<file path="src/hw/rtl/gcd_pkg.sv">
// ============================================================================
// gcd_pkg - great circle distance shared types and constants
// Fixed-point formats, CORDIC tables and the pipeline latency of the unit.
// ============================================================================
package gcd_pkg;

    // Coordinate scaling: degrees times 2^COORD_FRAC_BITS
    localparam int COORD_FRAC_BITS = 16;

    // Angles in units of 2^-(COORD_FRAC_BITS+1) degree; a quarter is 90 degrees
    localparam int QUARTER = 180 << COORD_FRAC_BITS;
    localparam int TURN    = 4 * QUARTER;

    // Shift that takes r * (pi/180 in Q60) to radians in Q48
    localparam int Z_SHIFT = 13 + COORD_FRAC_BITS;

    localparam logic [63:0] ONE_Q60 = 64'd1 << 60;

    // Fixed-point types
    typedef logic signed [25:0] angle_t;   // reduced input angle
    typedef logic signed [31:0] q30_t;     // sine / cosine in Q30
    typedef logic signed [43:0] vec_t;     // CORDIC vector in Q40
    typedef logic signed [51:0] zang_t;    // CORDIC angle in Q48

    // Unsigned quotient by shift and subtract, elaboration use only
    function automatic logic [63:0] udiv_c(input logic [63:0] n, input logic [63:0] d);
        logic [64:0] rem;
        logic [63:0] q;
        rem = '0;
        q   = '0;
        for (int k = 63; k >= 0; k--)
        begin
            rem = {rem[63:0], n[k]};
            if (rem >= {1'b0, d})
            begin
                rem  = rem - {1'b0, d};
                q[k] = 1'b1;
            end
        end
        return q;
    endfunction

    // pi in Q60 by Machin's series
    function automatic logic [63:0] pi_q60();
        logic [63:0] p;
        logic [63:0] s5;
        logic [63:0] s239;
        logic [63:0] t;
        s5   = '0;
        s239 = '0;
        p    = udiv_c(ONE_Q60, 64'd5);
        for (int k = 0; k < 64; k++)
        begin
            if (p != 0)
            begin
                t = udiv_c(p, 64'(2 * k + 1));
                if (k[0])
                    s5 = s5 - t;
                else
                    s5 = s5 + t;
                p = udiv_c(udiv_c(p, 64'd5), 64'd5);
            end
        end
        p = udiv_c(ONE_Q60, 64'd239);
        for (int k = 0; k < 64; k++)
        begin
            if (p != 0)
            begin
                t = udiv_c(p, 64'(2 * k + 1));
                if (k[0])
                    s239 = s239 - t;
                else
                    s239 = s239 + t;
                p = udiv_c(udiv_c(p, 64'd239), 64'd239);
            end
        end
        return (s5 << 4) - (s239 << 2);
    endfunction

    // atan(2^-i) in Q60
    function automatic logic [63:0] atan_pow2_q60(input int i);
        logic [63:0] p;
        logic [63:0] sum;
        logic [63:0] t;
        sum = '0;
        p   = ONE_Q60 >> i;
        for (int k = 0; k < 64; k++)
        begin
            if (p != 0)
            begin
                t = udiv_c(p, 64'(2 * k + 1));
                if (k[0])
                    sum = sum - t;
                else
                    sum = sum + t;
                p = p >> (2 * i);
            end
        end
        return sum;
    endfunction

    // CORDIC step angle in Q48
    function automatic zang_t atan_q48(input int i);
        logic [63:0] v;
        if (i == 0)
            v = pi_q60() >> 2;
        else
            v = atan_pow2_q60(i);
        return zang_t'((v + (64'd1 << 11)) >> 12);
    endfunction

    // Square root rounded to nearest, elaboration use only
    function automatic logic [63:0] isqrt_round_c(input logic [63:0] v);
        logic [63:0] rem;
        logic [63:0] res;
        logic [63:0] bitv;
        rem  = v;
        res  = '0;
        bitv = 64'd1 << 62;
        for (int k = 0; k < 32; k++)
        begin
            if (rem >= res + bitv)
            begin
                rem = rem - (res + bitv);
                res = (res >> 1) + bitv;
            end
            else
            begin
                res = res >> 1;
            end
            bitv = bitv >> 2;
        end
        if (rem > res)
            res = res + 64'd1;
        return res;
    endfunction

    // CORDIC gain in Q40 for the given number of stages
    function automatic vec_t cordic_gain_q40(input int stages);
        logic [63:0] k2;
        k2 = 64'd1 << 62;
        for (int i = 0; i < stages; i++)
        begin
            if (2 * i < 63)
                k2 = k2 - udiv_c(k2, (64'd1 << (2 * i)) + 64'd1);
        end
        return vec_t'(isqrt_round_c(k2) << 9);
    endfunction

    // pi/180 in Q60, split for two narrow multipliers
    localparam logic [63:0] PI_PER_DEG_Q60 = (pi_q60() + 64'd90) / 64'd180;
    localparam logic [31:0] PPD_LO = PI_PER_DEG_Q60[31:0];
    localparam logic [22:0] PPD_HI = PI_PER_DEG_Q60[54:32];

    // Round a Q40 vector component to Q30 and clamp to +-1
    function automatic q30_t round_clamp(input vec_t v);
        vec_t                t;
        logic signed [33:0]  n;
        t = (v + vec_t'(512)) >>> 10;
        n = t[33:0];
        if (n > 34'sd1073741824)
            return q30_t'(32'sd1073741824);
        if (n < -34'sd1073741824)
            return q30_t'(-32'sd1073741824);
        return n[31:0];
    endfunction

    // Cycles from accepted request to result strobe
    function automatic int gcd_latency(input int stages);
        return 82 + 2 * stages;
    endfunction

endpackage

</file>
<file path="src/hw/rtl/gcd_isqrt.sv">
// ============================================================================
// gcd_isqrt - pipelined square root
// One result bit per stage, then round to nearest.
// ============================================================================
module gcd_isqrt
    import gcd_pkg::*;
(
    input  logic        clk,
    input  logic        rst_n,
    input  logic        in_valid,
    input  logic [60:0] in_value,
    output logic        out_valid,
    output logic [30:0] out_root
);

    localparam int STEPS = 32;

    logic [STEPS:0] vld_reg;
    logic [63:0]    rem_reg [0:STEPS-1];
    logic [63:0]    res_reg [0:STEPS-1];
    logic [30:0]    root_reg;

    always_ff @(posedge clk or negedge rst_n)
    begin
        if (!rst_n)
            vld_reg <= '0;
        else
            vld_reg <= {vld_reg[STEPS-1:0], in_valid};
    end

    // restoring root, one step per stage
    for (genvar k = 0; k < STEPS; k++)
    begin : g_step
        localparam logic [63:0] BITV = 64'd1 << (62 - 2 * k);
        logic [63:0] remi;
        logic [63:0] resi;
        logic [63:0] trial;
        if (k == 0)
        begin : g_first
            assign remi = 64'(in_value);
            assign resi = '0;
        end
        else
        begin : g_next
            assign remi = rem_reg[k-1];
            assign resi = res_reg[k-1];
        end
        assign trial = resi + BITV;
        always_ff @(posedge clk)
        begin
            if (remi >= trial)
            begin
                rem_reg[k] <= remi - trial;
                res_reg[k] <= (resi >> 1) + BITV;
            end
            else
            begin
                rem_reg[k] <= remi;
                res_reg[k] <= resi >> 1;
            end
        end
    end

    // round to nearest
    always_ff @(posedge clk)
    begin
        if (rem_reg[STEPS-1] > res_reg[STEPS-1])
            root_reg <= 31'(res_reg[STEPS-1] + 64'd1);
        else
            root_reg <= res_reg[STEPS-1][30:0];
    end

    assign out_valid = vld_reg[STEPS];
    assign out_root  = root_reg;

endmodule

</file>
<file path="config.mk">
export PLATFORM = sky130hd
export DESIGN_NAME = gcd_isqrt
export DESIGN_NICKNAME = d
export VERILOG_FILES = /design/src/hw/rtl/gcd_pkg.sv /design/src/hw/rtl/gcd_isqrt.sv
export SDC_FILE = /design/constraint.sdc
export NUM_CORES = 2
export LEC_CHECK = 0
export BUFFER_PORTS_ARGS = -buffer_cell sky130_fd_sc_hd__buf_2
export CELL_PAD_IN_SITES_DETAIL_PLACEMENT = 1
export CELL_PAD_IN_SITES_GLOBAL_PLACEMENT = 2
export CORE_ASPECT_RATIO = 0.7
export CORE_UTILIZATION = 33
export CTS_CLUSTER_DIAMETER = 100
export DETAILED_ROUTE_END_ITERATION = 7
export PLACE_DENSITY_LB_ADDON = 0.1
export SLEW_MARGIN = 30
export SYNTH_ARGS = -nofsm -noshare
export SYNTH_HDL_FRONTEND = slang
export SYNTH_SLANG_ARGS = --single-unit
export TNS_END_PERCENT = 30
</file>
<file path="constraint.sdc">
create_clock -name clk -period 5.2 [get_ports clk]
set_input_delay 1.56 -clock clk [delete_from_list [all_inputs] [get_ports clk]]
set_output_delay 1.56 -clock clk [all_outputs]
set_load 0.03 [all_outputs]
</file>
# Word level (Yosys, flattened, before mapping)
# Memories as Yosys holds them, arrays and structs flattened.
# Index checks and enable logic that the tools add are counted.
# totals
regBits	64
ram_bits	4096
inputBits	64
out_inout_bits	32
elab_cells	357
mem_count	2
# memory_table
name	depth	width	rd	rd_clocked_by_memory_dff	write_ports	line	text
rem_reg	32	64	32	0	32	gcd_isqrt.sv:19	logic [63:0] rem_reg [0:STEPS-1];
res_reg	32	64	32	0	32	gcd_isqrt.sv:20	logic [63:0] res_reg [0:STEPS-1];
# op_classes
addsub	95
magnitude_cmp	33
muxes	161
bitwise_logic	64
# op_table
cell	count
64-bit two-way mux	64
64-bit >= comparator	31
64-bit subtractor	31
1-bit two-way mux	96
63-bit by 1-bit adder with 64-bit output, second input constant	1
63-bit by 11-bit adder with 64-bit output, second input constant	1
63-bit by 13-bit adder with 64-bit output, second input constant	1
63-bit by 15-bit adder with 64-bit output, second input constant	1
63-bit by 17-bit adder with 64-bit output, second input constant	1
63-bit by 19-bit adder with 64-bit output, second input constant	1
63-bit by 21-bit adder with 64-bit output, second input constant	1
63-bit by 23-bit adder with 64-bit output, second input constant	1
63-bit by 25-bit adder with 64-bit output, second input constant	1
63-bit by 27-bit adder with 64-bit output, second input constant	1
63-bit by 29-bit adder with 64-bit output, second input constant	1
63-bit by 3-bit adder with 64-bit output, second input constant	1
63-bit by 31-bit adder with 64-bit output, second input constant	1
63-bit by 33-bit adder with 64-bit output, second input constant	1
63-bit by 35-bit adder with 64-bit output, second input constant	1
63-bit by 37-bit adder with 64-bit output, second input constant	1
63-bit by 39-bit adder with 64-bit output, second input constant	1
63-bit by 41-bit adder with 64-bit output, second input constant	1
63-bit by 43-bit adder with 64-bit output, second input constant	1
63-bit by 45-bit adder with 64-bit output, second input constant	1
other kinds (48)	111

# Logic depth before layout (Yosys ltp)
# An unclocked memory read counts as a cell.
# logic_depth
depth_word	6
depth_mapped	15
ltp_nobuf	13

# Least setup slack after synthesis
# Ideal clock, no wire load.
# synth_path
path_type	register -> register
startpoint	mem res_reg[27][8], in the netlist res_reg[1][712]
endpoint	mem rem_reg[28][54], in the netlist rem_reg[1][822]
setup_time_ps	118
arrival_time_ps	3379
required_time_ps	5082
slack_ps	1703
path_stages_with_launch	14
n_path_buf	1
period_less_slack_ps	3497
cell_sequence	dfxtp_1 -> inv_1 -> ha_1 -> nor2b_1 -> o2111ai_1 -> and3_1 -> o41ai_1 -> a21oi_1 -> o311a_1 -> a2111oi_0 -> and2_0 -> clkbuf_1 -> nand4_1 -> xnor2_1
# synth_lines
item	line
start, declared	gcd_isqrt.sv:20
end, declared	gcd_isqrt.sv:19

==> flow_summary.ini <==
[cts]
clk_latency_ps = 860
cts_htree_levels = 5
cts_buffers = 275
cts.sinks = 2603
cts_buffer_depth = 4
root_buffer = clkbuf_16
cts.repair.resized = 0
clk_pin_slew_ps = 60
cts_tree = yes
cts_setup_buffers = 0
hold_buffers = 0

[power]
power_density_nw_per_um2 = 542
p_leak_uw = 0.0510
ir_drop_v = 0.000247

[finish]
largest_reg_flops = 2043
mostFrequentLayoutCells = dfxtp_1 (2570), inv_1 (704), nand2_1 (693)
drive_above_1_share = 0.0762
final_area_sq_um = 113000
final_cells = 14319
areaGrowthSynthToFinish_pct = 15.1
nets = 10732
layout_commonest_cell = dfxtp_1

[sta]
finalMaxSlewViolations = 0
hold_viol = 0
period_minus_slack_ps = 4420
fin_crit_sh = 0.850
skew_ps = 53.1
fmax_mhz = 226
tightest_slew_ps = 1180
tns_ps = 0
rsz0062_at_grt = no
setup_viol = 0
relSlewSlack = 0.207

[routing]
num_vias = 72219
wl_per_cell_microns = 24.4
drc = 9
met2WireLength_microns = 110000
routed_via_density = 5.04
wl_met3_microns = 22400
drtPass1Iterations = 8
drt_iter0_drc = 5364
wirelength_microns = 349000
met1_length_microns = 212000
highest_layer = met5
antenna_left = 0

[setup_path]
criticalPathCategory = reg -> reg
crit_arrival_ps = 5150
cp-end-kind = flop
critPathRequiredTime_ps = 5930
crit_fanout = 5
start_kind = flop

[die]
dieHeight_microns = 459
die_area_sq_um = 300000
rows = 167
ios = 96
chipWidth_microns = 654
coreArea_sq_um = 296000
start_util = 0.332

[logic_synthesis]
synth-seq-cells = 2603
yosysSeqAreaShare = 0.532
ys.flop_type = dfxtp_1
yosys_warnings = 0
synth.distinct_cells = 104
synth_cells = 9862
avgSynthCellArea_sq_um = 9.97
async_flop_share = 0.0127
synth_edf_count = 0
synth_area_sq_um = 98300

[grt]
grt_usage = 0.228
grt_remaining_overflow = 0
grt_max_degree = 58
grt_pass1_vias = 72042
grt_pass1_wl_microns = 508000
antenna_found_initial = 63

[placed_design]
post-dp-hpwl_microns = 282000
post_dp_cell_area_sq_um = 104000
gp_congestion = 0.903
io_buffers = 95
dp.cells = 13805

[status]
outcome = finished, violations left
violations = design-rule violations

[job]
maxCapViolCount = 0

[worst_hold_path]
min_path_type = reg -> reg
-- final cells by class --
class                   instances  area, sq um
clock buffers                 351         7700
diodes                         26         65.1
clock inverters               137         1700
fillers                     32951       183000
repair buffers                159          968
flip-flops and latches       2603        52300
well taps                    3971         4970
multi-input cells            6362        42700
inverters                     710         2670
-- synthesized netlist by cell type (all sizes together), types with 150 or more instances --
| master | n | area [sq um] |
|---|---|---|
| dfxtp | 2570 | 51400 |
| inv | 708 | 2660 |
| nand2 | 693 | 2600 |
| nor2 | 635 | 2390 |
| ha | 557 | 6970 |
| a21oi | 536 | 2680 |
| xnor2 | 504 | 4410 |
| o21ai | 496 | 2500 |
| xor2 | 448 | 3920 |
| nor4 | 329 | 2060 |
| nor3 | 290 | 1450 |
| a21o | 264 | 1980 |
| nand3 | 183 | 916 |
| nand4 | 169 | 1060 |
| clkbuf | 150 | 566 |
-- metrics by stage --
step | utilization | setup WS, ps | total power, uW | hold WS [ps]
6_report | 0.382 | 782 | 61300 | 326
5_1_grt | 0.382 | 451 | 64200 | 334
3_5_place_dp | 0.350 | 628 | 40600 | 313
3_3_place_gp | 0.350 | 582 | 40600 | 314
2_1_floorplan | - | 1700 | 34700 | 310
4_1_cts | 0.382 | 635 | 61600 | 328
-- critical path, stage by stage (launching register included) --
cell and delay [ps]:
dfxtp_1 340, inv_1 50, ha_1 340, nor2b_1 210, o2111ai_1 150, and3_1 240
o41ai_1 750, a21oi_1 310, o311a_2 410, a2111oi_0 770, and2_0 420, nand4_1 160
xnor2_1 160
-- cell families after synthesis --
logic type / share of synthesized area
fa+ha+maj: 0.0709
mux: 0.00927
other cells: 0.0000382
simple gates: 0.152
buf+inv: 0.0348
flops: 0.532
compound gates: 0.116
xor+xnor: 0.0848
-- worst paths after layout --
kind | from | cells past startpoint | to | slack, ps
worst min register to register | rem_reg[0][29]$_DFF_P_ | 0 | rem_reg[0][93]$_DFF_P_ | 330
max in group asynchronous | rst_n | 1 | vld_reg[13]$_DFF_PN0_ | 3930
min in group asynchronous | rst_n | 1 | vld_reg[0]$_DFF_PN0_ | 760
worst min-delay path | rem_reg[0][29]$_DFF_P_ | 0 | rem_reg[0][93]$_DFF_P_ | 330
worst max register to register | res_reg[1][712]$_DFF_P_ | 12 | rem_reg[1][822]$_DFF_P_ | 780
worst max-delay path | res_reg[1][712]$_DFF_P_ | 12 | rem_reg[1][822]$_DFF_P_ | 780
-- routing by layer --
metal  GRT usage  vias to the layer above
li1            -                    34747
met1       0.414                    35564
met2       0.254                     1611
met3      0.0430                      291
met4      0.0353                        6
met5           0                        -
-- power by group --
part / switching, uW / internal (uW)
logic: 7070 / 4760
registers: 4810 / 24000
clock network: 8470 / 12200
Note: power is estimated with default switching activity, not from simulation.
